**src/design/kclr_pkg.sv**
```systemverilog
// shared types, codes and constants of the key combo level repeater
`default_nettype none

package kclr_pkg;

  localparam int unsigned CodeW    = 10;
  localparam int unsigned AltW     = 20;
  localparam int unsigned TimeW    = 32;
  localparam int unsigned CfgIdxW  = 4;
  localparam int unsigned CfgDataW = 20;
  localparam int unsigned VolOutW  = 5;
  localparam int unsigned BriOutW  = 4;

  // request kinds
  localparam logic [1:0] ReqFrameStart = 2'd0;
  localparam logic [1:0] ReqKey        = 2'd1;
  localparam logic [1:0] ReqFrameEnd   = 2'd2;
  localparam logic [1:0] ReqLoad       = 2'd3;

  // device modes, the unused code behaves as the menu mode
  localparam logic [1:0] ModeMenu     = 2'd0;
  localparam logic [1:0] ModeCombo    = 2'd1;
  localparam logic [1:0] ModeShoulder = 2'd2;

  // key values
  localparam logic [1:0] KeyRelease = 2'd0;
  localparam logic [1:0] KeyOther   = 2'd3;

  // register indexes
  localparam logic [CfgIdxW-1:0] CfgDeviceMode = 4'd0;
  localparam logic [CfgIdxW-1:0] CfgMenuCode   = 4'd1;
  localparam logic [CfgIdxW-1:0] CfgStartCode  = 4'd2;
  localparam logic [CfgIdxW-1:0] CfgSelectCode = 4'd3;
  localparam logic [CfgIdxW-1:0] CfgPlusCode   = 4'd4;
  localparam logic [CfgIdxW-1:0] CfgMinusCode  = 4'd5;
  localparam logic [CfgIdxW-1:0] CfgUpAlt      = 4'd6;
  localparam logic [CfgIdxW-1:0] CfgDownAlt    = 4'd7;

  // register reset values
  localparam logic [1:0]       RstDeviceMode = ModeMenu;
  localparam logic [CodeW-1:0] RstMenuCode   = 10'd708;
  localparam logic [CodeW-1:0] RstStartCode  = 10'd705;
  localparam logic [CodeW-1:0] RstSelectCode = 10'd704;
  localparam logic [CodeW-1:0] RstPlusCode   = 10'd115;
  localparam logic [CodeW-1:0] RstMinusCode  = 10'd114;
  localparam logic [AltW-1:0]  RstUpAlt      = 20'd320823;
  localparam logic [AltW-1:0]  RstDownAlt    = 20'd319798;

  // timing in ms
  localparam logic [TimeW-1:0] FirstDelayMs = 32'd300;
  localparam logic [TimeW-1:0] NextDelayMs  = 32'd100;
  localparam logic [TimeW-1:0] GapMs        = 32'd1000;

  typedef struct packed {
    logic [1:0]       device_mode;
    logic [CodeW-1:0] menu_code;
    logic [CodeW-1:0] start_code;
    logic [CodeW-1:0] select_code;
    logic [CodeW-1:0] plus_code;
    logic [CodeW-1:0] minus_code;
    logic [AltW-1:0]  up_alt_codes;
    logic [AltW-1:0]  down_alt_codes;
  } cfg_t;

  typedef struct packed {
    logic [1:0]         req_type;
    logic [TimeW-1:0]   now_ms;
    logic               is_key;
    logic [CodeW-1:0]   key_code;
    logic [1:0]         key_value;
    logic [VolOutW-1:0] load_volume;
    logic [BriOutW-1:0] load_brightness;
  } in_item_t;

  typedef struct packed {
    logic [VolOutW-1:0] volume_level;
    logic [BriOutW-1:0] brightness_level;
    logic               volume_changed;
    logic               brightness_changed;
    logic               kill_combo;
  } out_item_t;

endpackage

`default_nettype wire

```
**src/design/kclr_cfg.sv**
```systemverilog
// configuration register file
`default_nettype none

module kclr_cfg (
  input  wire logic                          clk_i,
  input  wire logic                          rst_ni,
  input  wire logic                          cfg_valid_i,
  output logic                               cfg_ready_o,
  input  wire logic [kclr_pkg::CfgIdxW-1:0]  cfg_index_i,
  input  wire logic [kclr_pkg::CfgDataW-1:0] cfg_data_i,
  output kclr_pkg::cfg_t                     cfg_o
);
  import kclr_pkg::*;

  cfg_t cfg_q, cfg_d;
  logic wr;

  assign cfg_ready_o = 1'b1;
  assign wr          = cfg_valid_i & cfg_ready_o;

  always_comb begin
    cfg_d = cfg_q;
    if (wr) begin
      unique case (cfg_index_i)
        CfgDeviceMode: cfg_d.device_mode    = cfg_data_i[1:0];
        CfgMenuCode:   cfg_d.menu_code      = cfg_data_i[CodeW-1:0];
        CfgStartCode:  cfg_d.start_code     = cfg_data_i[CodeW-1:0];
        CfgSelectCode: cfg_d.select_code    = cfg_data_i[CodeW-1:0];
        CfgPlusCode:   cfg_d.plus_code      = cfg_data_i[CodeW-1:0];
        CfgMinusCode:  cfg_d.minus_code     = cfg_data_i[CodeW-1:0];
        CfgUpAlt:      cfg_d.up_alt_codes   = cfg_data_i[AltW-1:0];
        CfgDownAlt:    cfg_d.down_alt_codes = cfg_data_i[AltW-1:0];
        default:       cfg_d = cfg_q;
      endcase
    end
  end

  always_ff @(posedge clk_i or negedge rst_ni) begin
    if (!rst_ni) begin
      cfg_q.device_mode    <= RstDeviceMode;
      cfg_q.menu_code      <= RstMenuCode;
      cfg_q.start_code     <= RstStartCode;
      cfg_q.select_code    <= RstSelectCode;
      cfg_q.plus_code      <= RstPlusCode;
      cfg_q.minus_code     <= RstMinusCode;
      cfg_q.up_alt_codes   <= RstUpAlt;
      cfg_q.down_alt_codes <= RstDownAlt;
    end else begin
      cfg_q <= cfg_d;
    end
  end

  assign cfg_o = cfg_q;

endmodule

`default_nettype wire

```
**src/design/kclr_step.sv**
```systemverilog
// key and level state with the single pass step logic
`default_nettype none

module kclr_step #(
  parameter int unsigned VOLUME_TOP     = 20,
  parameter int unsigned BRIGHTNESS_TOP = 10
) (
  input  wire logic                clk_i,
  input  wire logic                rst_ni,
  input  wire logic                fire_i,
  input  wire kclr_pkg::in_item_t  item_i,
  input  wire kclr_pkg::cfg_t      cfg_i,
  output kclr_pkg::out_item_t      res_o
);
  import kclr_pkg::*;

  localparam int unsigned VolW = $clog2(VOLUME_TOP + 1);
  localparam int unsigned BriW = $clog2(BRIGHTNESS_TOP + 1);
  localparam logic [VolW-1:0] VolTop = VolW'(VOLUME_TOP);
  localparam logic [BriW-1:0] BriTop = BriW'(BRIGHTNESS_TOP);

  logic [TimeW-1:0] ft_q, ft_d, prev_q, prev_d, up_due_q, up_due_d, dn_due_q, dn_due_d;
  logic             first_q, first_d, ign_q, ign_d;
  logic             menu_q, menu_d, start_q, start_d, sel_q, sel_d;
  logic             up_held_q, up_held_d, up_fresh_q, up_fresh_d;
  logic             dn_held_q, dn_held_d, dn_fresh_q, dn_fresh_d;
  logic [VolW-1:0]  vol_q, vol_d;
  logic [BriW-1:0]  bri_q, bri_d;

  logic             kv, alt, up_hit, dn_hit, to_bri, to_vol, up_go, dn_go, kill;

  function automatic logic [VolW-1:0] move_vol(input logic [VolW-1:0] l, input logic up);
    logic [VolW-1:0] r;
    r = l;
    if (up) begin
      if (l < VolTop) r = l + VolW'(1);
    end else if (l != '0) begin
      r = l - VolW'(1);
    end
    return r;
  endfunction

  function automatic logic [BriW-1:0] move_bri(input logic [BriW-1:0] l, input logic up);
    logic [BriW-1:0] r;
    r = l;
    if (up) begin
      if (l < BriTop) r = l + BriW'(1);
    end else if (l != '0) begin
      r = l - BriW'(1);
    end
    return r;
  endfunction

  // level routing from the held modifiers
  always_comb begin
    if (cfg_i.device_mode == ModeShoulder) begin
      to_vol = sel_q;
      to_bri = !sel_q && start_q;
    end else begin
      to_bri = menu_q || (cfg_i.device_mode == ModeCombo && sel_q && start_q);
      to_vol = !to_bri;
    end
  end

  assign kv     = item_i.key_value != KeyRelease;
  assign alt    = cfg_i.device_mode == ModeShoulder;
  assign up_hit = (item_i.key_code == cfg_i.plus_code) ||
                  (alt && (item_i.key_code == cfg_i.up_alt_codes[CodeW-1:0] ||
                           item_i.key_code == cfg_i.up_alt_codes[AltW-1:CodeW]));
  assign dn_hit = (item_i.key_code == cfg_i.minus_code) ||
                  (alt && (item_i.key_code == cfg_i.down_alt_codes[CodeW-1:0] ||
                           item_i.key_code == cfg_i.down_alt_codes[AltW-1:CodeW]));

  always_comb begin
    ft_d       = ft_q;
    prev_d     = prev_q;
    first_d    = first_q;
    ign_d      = ign_q;
    menu_d     = menu_q;
    start_d    = start_q;
    sel_d      = sel_q;
    up_held_d  = up_held_q;
    up_fresh_d = up_fresh_q;
    up_due_d   = up_due_q;
    dn_held_d  = dn_held_q;
    dn_fresh_d = dn_fresh_q;
    dn_due_d   = dn_due_q;
    vol_d      = vol_q;
    bri_d      = bri_q;
    kill       = 1'b0;
    up_go      = 1'b0;
    dn_go      = 1'b0;
    unique case (item_i.req_type)
      ReqFrameStart: begin
        ft_d  = item_i.now_ms;
        ign_d = !first_q && ((item_i.now_ms - prev_q) > GapMs);
      end
      ReqKey: begin
        if (!ign_q && item_i.is_key && item_i.key_value != KeyOther) begin
          if (item_i.key_code == cfg_i.menu_code)   menu_d  = kv;
          if (item_i.key_code == cfg_i.select_code) sel_d   = kv;
          if (item_i.key_code == cfg_i.start_code)  start_d = kv;
          if (up_hit) begin
            up_held_d  = kv;
            up_fresh_d = kv;
            if (kv) up_due_d = ft_q + FirstDelayMs;
          end
          if (dn_hit) begin
            dn_held_d  = kv;
            dn_fresh_d = kv;
            if (kv) dn_due_d = ft_q + FirstDelayMs;
          end
        end
      end
      ReqFrameEnd: begin
        // a dropped frame releases menu, up and down but not start or select
        if (ign_q) begin
          menu_d     = 1'b0;
          up_held_d  = 1'b0;
          up_fresh_d = 1'b0;
          up_due_d   = '0;
          dn_held_d  = 1'b0;
          dn_fresh_d = 1'b0;
          dn_due_d   = '0;
        end
        kill  = start_q && sel_q;
        up_go = up_fresh_d || (up_held_d && ft_q >= up_due_d);
        if (up_go) begin
          if (to_vol) vol_d = move_vol(vol_d, 1'b1);
          if (to_bri) bri_d = move_bri(bri_d, 1'b1);
          if (up_fresh_d) up_fresh_d = 1'b0;
          else            up_due_d   = up_due_d + NextDelayMs;
        end
        dn_go = dn_fresh_d || (dn_held_d && ft_q >= dn_due_d);
        if (dn_go) begin
          if (to_vol) vol_d = move_vol(vol_d, 1'b0);
          if (to_bri) bri_d = move_bri(bri_d, 1'b0);
          if (dn_fresh_d) dn_fresh_d = 1'b0;
          else            dn_due_d   = dn_due_d + NextDelayMs;
        end
        prev_d  = ft_q;
        ign_d   = 1'b0;
        first_d = 1'b0;
      end
      ReqLoad: begin
        vol_d = (32'(item_i.load_volume) > 32'(VOLUME_TOP)) ? VolTop :
                VolW'(item_i.load_volume);
        bri_d = (32'(item_i.load_brightness) > 32'(BRIGHTNESS_TOP)) ? BriTop :
                BriW'(item_i.load_brightness);
      end
      default: ;
    endcase
  end

  always_comb begin
    res_o.volume_level       = VolOutW'(vol_d);
    res_o.brightness_level   = BriOutW'(bri_d);
    res_o.volume_changed     = vol_d != vol_q;
    res_o.brightness_changed = bri_d != bri_q;
    res_o.kill_combo         = kill;
  end

  always_ff @(posedge clk_i or negedge rst_ni) begin
    if (!rst_ni) begin
      ft_q       <= '0;
      prev_q     <= '0;
      first_q    <= 1'b1;
      ign_q      <= 1'b0;
      menu_q     <= 1'b0;
      start_q    <= 1'b0;
      sel_q      <= 1'b0;
      up_held_q  <= 1'b0;
      up_fresh_q <= 1'b0;
      up_due_q   <= '0;
      dn_held_q  <= 1'b0;
      dn_fresh_q <= 1'b0;
      dn_due_q   <= '0;
      vol_q      <= '0;
      bri_q      <= '0;
    end else if (fire_i) begin
      ft_q       <= ft_d;
      prev_q     <= prev_d;
      first_q    <= first_d;
      ign_q      <= ign_d;
      menu_q     <= menu_d;
      start_q    <= start_d;
      sel_q      <= sel_d;
      up_held_q  <= up_held_d;
      up_fresh_q <= up_fresh_d;
      up_due_q   <= up_due_d;
      dn_held_q  <= dn_held_d;
      dn_fresh_q <= dn_fresh_d;
      dn_due_q   <= dn_due_d;
      vol_q      <= vol_d;
      bri_q      <= bri_d;
    end
  end

endmodule

`default_nettype wire

```
**src/design/key_combo_level_repeater.sv**
```systemverilog
// top level of the key combo level repeater
// flow: a beat accepted into the input register moves into the result register once
//   the result register is empty or drained, so a stalled result holds it back
// throughput: one beat per cycle while the result side does not stall, set by the
//   single pass step logic between the input register and the result register
// reset: asynchronous active low; clears the pipeline valids, the key and level
//   state and loads the register defaults, no clearing sweep
`default_nettype none

module key_combo_level_repeater #(
  parameter int unsigned VOLUME_TOP     = 20,
  parameter int unsigned BRIGHTNESS_TOP = 10
) (
  input  wire logic                          clk_i,
  input  wire logic                          rst_ni,
  // input channel
  input  wire logic                          in_valid_i,
  output logic                               in_stall_o,
  input  wire kclr_pkg::in_item_t            in_item_i,
  // result channel
  output logic                               out_valid_o,
  input  wire logic                          out_stall_i,
  output kclr_pkg::out_item_t                out_item_o,
  // configuration write channel
  input  wire logic                          cfg_valid_i,
  output logic                               cfg_ready_o,
  input  wire logic [kclr_pkg::CfgIdxW-1:0]  cfg_index_i,
  input  wire logic [kclr_pkg::CfgDataW-1:0] cfg_data_i
);
  import kclr_pkg::*;

  cfg_t      cfg;
  in_item_t  in_q;
  logic      in_valid_q;
  out_item_t res;
  out_item_t out_q;
  logic      out_valid_q;
  logic      advance;
  logic      fire;
  logic      load_in;

  // pipeline moves on whenever the result register is empty or being drained
  assign advance = !out_valid_q || !out_stall_i;
  // the step fires as the held beat moves into the result register
  assign fire    = in_valid_q && advance;
  // input register refills when it is empty or its beat moves on
  assign load_in = !in_valid_q || advance;
  // stall only when the input register holds a beat that cannot move
  assign in_stall_o = in_valid_q && !advance;

  kclr_cfg u_cfg (
    .clk_i       (clk_i),
    .rst_ni      (rst_ni),
    .cfg_valid_i (cfg_valid_i),
    .cfg_ready_o (cfg_ready_o),
    .cfg_index_i (cfg_index_i),
    .cfg_data_i  (cfg_data_i),
    .cfg_o       (cfg)
  );

  kclr_step #(
    .VOLUME_TOP     (VOLUME_TOP),
    .BRIGHTNESS_TOP (BRIGHTNESS_TOP)
  ) u_step (
    .clk_i  (clk_i),
    .rst_ni (rst_ni),
    .fire_i (fire),
    .item_i (in_q),
    .cfg_i  (cfg),
    .res_o  (res)
  );

  // input register, payload needs no reset
  always_ff @(posedge clk_i or negedge rst_ni) begin
    if (!rst_ni) begin
      in_valid_q <= 1'b0;
    end else if (load_in) begin
      in_valid_q <= in_valid_i;
    end
  end

  always_ff @(posedge clk_i) begin
    if (load_in && in_valid_i) begin
      in_q <= in_item_i;
    end
  end

  // result register, holds its beat while the far side stalls
  always_ff @(posedge clk_i or negedge rst_ni) begin
    if (!rst_ni) begin
      out_valid_q <= 1'b0;
    end else if (advance) begin
      out_valid_q <= in_valid_q;
    end
  end

  always_ff @(posedge clk_i) begin
    if (fire) begin
      out_q <= res;
    end
  end

  assign out_valid_o = out_valid_q;
  assign out_item_o  = out_q;

endmodule

`default_nettype wire

```
**config.mk**
```make
export PLATFORM = sky130hd
export DESIGN_NAME = key_combo_level_repeater
export DESIGN_NICKNAME = d
export VERILOG_FILES = /design/src/design/kclr_pkg.sv /design/src/design/kclr_cfg.sv /design/src/design/kclr_step.sv /design/src/design/key_combo_level_repeater.sv
export SDC_FILE = /design/constraint.sdc
export NUM_CORES = 1
export LEC_CHECK = 0
export BUFFER_PORTS_ARGS = -buffer_cell sky130_fd_sc_hd__buf_2
export CAP_MARGIN = 20
export CORE_ASPECT_RATIO = 1.4
export CORE_MARGIN = 8
export CORE_UTILIZATION = 56
export CTS_CLUSTER_DIAMETER = 120
export DETAILED_ROUTE_END_ITERATION = 10
export GPL_ROUTABILITY_DRIVEN = 0
export GPL_TIMING_DRIVEN = 0
export PLACE_DENSITY = 0.74
export SLEW_MARGIN = 20
export SYNTH_ARGS = -nofsm -noshare
export SYNTH_HDL_FRONTEND = slang
export SYNTH_SLANG_ARGS = --single-unit
```
**constraint.sdc**
```tcl
create_clock -name clk_i -period 7.8 [get_ports clk_i]
set_clock_uncertainty 0.2 [all_clocks]
set_input_delay 0.39 -clock clk_i [delete_from_list [all_inputs] [get_ports clk_i]]
set_output_delay 0.39 -clock clk_i [all_outputs]
set_load 0.01 [all_outputs]
```
; After elaboration in Yosys (flattened, before gate mapping)
; Cells that the tools add are included.
[totals]
ff_bits = 308
output_inout_bits = 15
elab_cells = 196
[classes]
n_addsub = 8
order_cmp = 7
n_eq_ne = 30
n_mux = 58
reduce_logical = 56
[ops]
columns = operator, n
row1 = two-way mux 32 bit, 13
row2 = case mux 32 bit (2 select lines), 2
row3 = == test 10 bit, 9
row4 = "adder 32 x 7 -> 32 bit, second input constant", 2
row5 = greater-or-equal comparator 32 bit, 2
row6 = two-way mux 5 bit, 8
row7 = "adder 32 x 9 -> 32 bit, second input constant", 1
row8 = "> comparator 32 x 10 -> 1 bit, second input constant", 1
row9 = two-way mux 4 bit, 8
row10 = subtractor 32 bit, 1
row11 = AND reduction 2 bit, 11
row12 = two-way mux 1 bit, 19
row13 = "== test 4 x 3 -> 1 bit, second input constant", 4
row14 = AND reduction 4 bit, 4
row15 = AND reduction 5 bit, 3
row16 = logical AND 1 bit, 14
row17 = "!= test 2 x 1 -> 1 bit, second input constant", 6
row18 = case mux 1 bit (2 select lines), 6
row19 = case mux 5 bit (2 select lines), 1
row20 = logical OR 1 bit, 9
row21 = "== test 4 x 2 -> 1 bit, second input constant", 2
row22 = zero test 1 bit, 8
row23 = case mux 4 bit (2 select lines), 1
row24 = "== test 2 bit, second input constant", 3
row25 = other kinds (18), 21

; Logic depth before layout (Yosys ltp)
[logic_depth]
ltp_word = 15
ltp_mapped = 23
mapped_depth_nobuf = 19

; Hierarchy
; A second synthesis with hierarchy kept.
[hier_totals]
cells_unflattened = 1945
hier_area_um2 = 19178.4
[by_module_without_submodules]
columns = module, n_inst, cells_each, area_per_inst_um2, seq_area_each_um2
row1 = kclr_step, 1, 1662, 13291.5, 3654.8
row2 = kclr_cfg, 1, 207, 3752.3, 2352.3
row3 = key_combo_level_repeater, 1, 76, 2134.5, 2092.0

; Worst setup path after synthesis
; OpenSTA, ideal clock, no wires.
[synth_path]
path_type = register to register
from = register u_step.ign_q
to = register out_q, in the netlist out_item_o[1], data pin
setup_ns = 0.270
arrival_time_ns = 4.547
t_required_ns = 7.330
path_slack_ns = 2.782
stages_incl_launch_ff = 24
path_buffers = 5
synth_period_minus_slack_ns = 5.018
path_cell_list = dfrtp_1 > inv_1 > buf_2 > buf_1 > buf_1 > buf_1 > nand2_1 > ha_1 > a21oi_1 > o21ai_0 > a32oi_1 > o221ai_2 > a21o_1 > buf_6 > a41oi_1 > a21o_1 > ha_1 > nand4_1 > or3_1 > and3_2 > xnor2_1 > a2111oi_2 > a311oi_1 > nand4_1
[synth_rtl]
columns = item, line
row1 = start: declaration, kclr_step.sv:23  ; logic first_q, first_d, ign_q, ign_d;
row2 = start signal: assignment, kclr_step.sv:184  ; ign_q <= ign_d;
row3 = end signal: assignment, key_combo_level_repeater.sv:99  ; out_q <= res;
row4 = end: declaration, key_combo_level_repeater.sv:36  ; out_item_t out_q;

==> impl_results.md <==
* Die width at roughly 170 µm
* Die Y at 235 µm
* Starting Density at 0.565
* Cell count after synthesis at between 1.5k and 2k
* Grt total ovfl at 0
* CP Buf/Inv Count at 6
* Pre-CTS setup slack at 0.775 ns
* Vias in the first global route at ~16k
* Max stage delay on crit path at around 0.64 ns
* Via Count at 16.1k
* Outcome: finished, final reports clean
* Share of layout cells above drive strength 1 at 0.176
* Core Util, Final at 0.654
* GRT Util Overall at 0.268
* DRC Markers at 0
* Max Fclk at 137 MHz
* Via density at 6.12
* Max-cap violations at 0
* FFs w/ async S/R, synth at 0.779
* Tmin final at 7.29 ns
* Startpoint of the worst register-to-register path: u_step.ign_q
* RSZ-0062 raised after global routing: false
* DRT iter0 DRCs at approximately 1.5k
* CP Cell Sequence: inv_1 -> buf_2 -> buf_1 -> buf_1 -> buf_1 -> nand2_1 -> ha_1 -> nand2_1 -> o21ai_0 -> a21oi_1 -> o2bb2ai_1 -> a21o_1 -> buf_6 -> nand3_1 -> xnor2_1 -> ha_1 -> nand4_1 -> or3_1 -> and3_2 -> xnor2_1 -> a2111oi_2 -> a311oi_1 -> nand4_1
* Worst-Margin Slew at 0.883 ns
* Clock transition at path regs at 0.07 ns
* Post-Syn Nets at 2,139
* CP top delay family: buffers and inverters
* H-tree depth at 1
* Avg Inst Size Synth at 9.81 µm²
* Sequential share of the synthesized area at 0.424
* Num CTS Buffers at 31
* Final std cells w/o fill at roughly 2.6k
* WL per Instance at a little over 20 µm
* Clk sinks at 308
* Final hold vios at 0
* Longest Clk Path Bufs at 3
* #FFs+latches synth at 308
* R2R Setup Slk at 0.51 ns
* Nets at 2,354
* Min Hold Slack at 0.0909 ns
* Final setup TNS at 0 ns
* CP max-delay cell: buf_1
* Pin count of the biggest net entering global routing at 78
* Worst hold path startpoint: cfg_index_i[3]
* Critical setup path kind: flop to flop
* Ys Warns at 0
* Crit share post-route at 0.934
* Relative slew slack at 0.411
* Final setup fails at 0
* Final count of pins violating max slew at 0
* WP data arrival at 7.41 ns
* Drt pass-1 iters at 7
* PortBufs at 98
* EDFF count, synth at 68
* Worst hold path class: primary input to flop
* Area post-placement at 0.0203 mm²
* # rows at 80
* Die area at ~0.040 mm²
* Most used cell along the critical path: buf_1
* Ports at 100
* Initial antenna violation count at 0
* Setup crit end kind: flop
* Post-route ant nets at 0
* Power Total at 6.99 mW
* Clock Latency Late Sink at 0.60 ns
* WP data required at just under 8 ns
* Fin area at 0.0221 mm²
* Crit. Startpoint: u_step.ign_q
* Core Footprint at 0.0338 mm²
* Crit path launch type: flop
* Power Density at 316 mW/mm²
* Leak at 9.24 nW
* Top FF cell, synth: dfrtp_1
* Placed cells at 2,500
* Maximum vdd drop at between 0.0002 and 0.00025 V
* First-pass GRT wire length at around 85,000 µm
* Dpl hpwl at roughly 40,000 µm
* CTS tree: done
* Post-synth cell types at 93
* Synthesis-to-finish area growth at 15.9%
* Root Buffer: clkbuf_16
* Synth Cell Area at roughly 0.019 mm²
* Worst Path Max Fanout at 10
* Routed WL at between 50,000 and 60,000 µm
* Fin worst setup slack at approximately 0.51 ns
==> area by class of cell <==
type | count | area, µm²
tap | 451 | 564
antenna | 1 | 2.50
timing repair buffer | 182 | 1410
clock buffer | 41 | 865
multi-input combinational | 1443 | 10200
clock inverter | 17 | 183
buffer | 81 | 325
sequential | 308 | 8100
inverter | 115 | 432
fill | 2677 | 11700
==> worst paths after layout <==
kind                                       end  cells after the start
hold reg to reg            u_step.up_due_q[17]                      1
min in group asynchronous     u_step.prev_q[1]                      2
setup / recovery                 out_item_o[1]                     23
setup reg to reg                 out_item_o[1]                     23
hold / removal                 u_cfg.cfg_o[90]                      4
max in group asynchronous      u_cfg.cfg_o[69]                      5
==> layer usage <==
layer / GRT usage / share of wire
met5: 0 / 0
met2: 0.457 / 0.49
met1: 0.318 / 0.38
met4: 0.161 / 0.060
met3: 0.0342 / 0.065
==> timing repair <==
action,4_1_cts,5_1_grt
setup buffers,0,0
resized for setup,0,0
hold buffers,80,0
hold endpoints to repair,254,0
==> flip-flops by register name (all words and copies together) (netlist names) <==
name and cells:
u_cfg.cfg_o 92, in_q 56, u_step.dn_due_q 32, u_step.ft_q 32
u_step.prev_q 32, u_step.up_due_q 32, out_item_o 12, u_step.vol_q 5
u_step.bri_q 4, in_valid_q 1, out_valid_o 1, u_step.dn_fresh_q 1
u_step.dn_held_q 1, u_step.first_q 1, u_step.ign_q 1, u_step.menu_q 1
u_step.sel_q 1, u_step.start_q 1, u_step.up_fresh_q 1, u_step.up_held_q 1
==> cell usage in the layout (no fill, tap or decap), types with 8 or more instances in the layout <==
master           n
edfxtp_1        68
a41oi_1          8
clkbuf_1        70
xnor2_1         72
mux2i_1         11
a21o_1          18
nor2_1         142
nand2b_1        24
and4_1          10
a211oi_1         8
buf_2          101
dlygate4sd3_1   80
nand4_1         37
dfstp_2         41
or3_1           10
a21oi_1         93
o31ai_1          9
o21ai_0        142
xor2_1          73
nand2_1        167
o21ai_1         13
and2_1           9
nor3b_1          8
ha_1           106
nor4_1          19
nand3_1         37
dfrtp_1        199
o21a_1          10
clkbuf_16       32
buf_1            9
nor3_1          31
inv_1          114
o32a_1           8
a31oi_1         49
mux2_2         160
and3_1          21
nor2b_1         26
==> where the power goes <==
part | internal, mW | total [mW] | switching [mW]
Clock | 0.882 | 1.55 | 0.664
Combinational | 1.23 | 2.84 | 1.61
Sequential | 2.13 | 2.60 | 0.469
==> Yosys cell counts, types with 64 or more instances <==
library cell / instances / area [µm²]
mux2_2: 160 / 1800
o21ai_0: 142 / 711
xor2_1: 73 / 639
ha_1: 106 / 1330
clkbuf_1: 64 / 240
nor2_1: 142 / 533
edfxtp_1: 68 / 2040
a21oi_1: 93 / 465
dfrtp_1: 199 / 4980
nand2_1: 167 / 627
inv_1: 114 / 428
xnor2_1: 72 / 631
==> cell families (layout without fill, tap and decap cells) <==
| logic type | count (synthesis) | after routing | synth area share |
|---|---|---|---|
| AOI/OAI and AO/OA | 446 | 446 | 0.149 |
| xor gates and xnor gates | 145 | 145 | 0.0665 |
| adders and majority gates | 107 | 107 | 0.0705 |
| buffers and inverters | 196 | 436 | 0.0396 |
| DFF | 308 | 308 | 0.424 |
| muxes | 171 | 171 | 0.100 |
| other | 1 | 2 | 0.000196 |
| and+or+nand+nor | 573 | 573 | 0.150 |
==> worst min-delay path: stages <==
cell and delay (ns):
buf_2 0.09, nor3b_1 0.07, nand2_1 0.15, mux2_2 0.17
No activity file was read; power rests on OpenSTA's default activity.
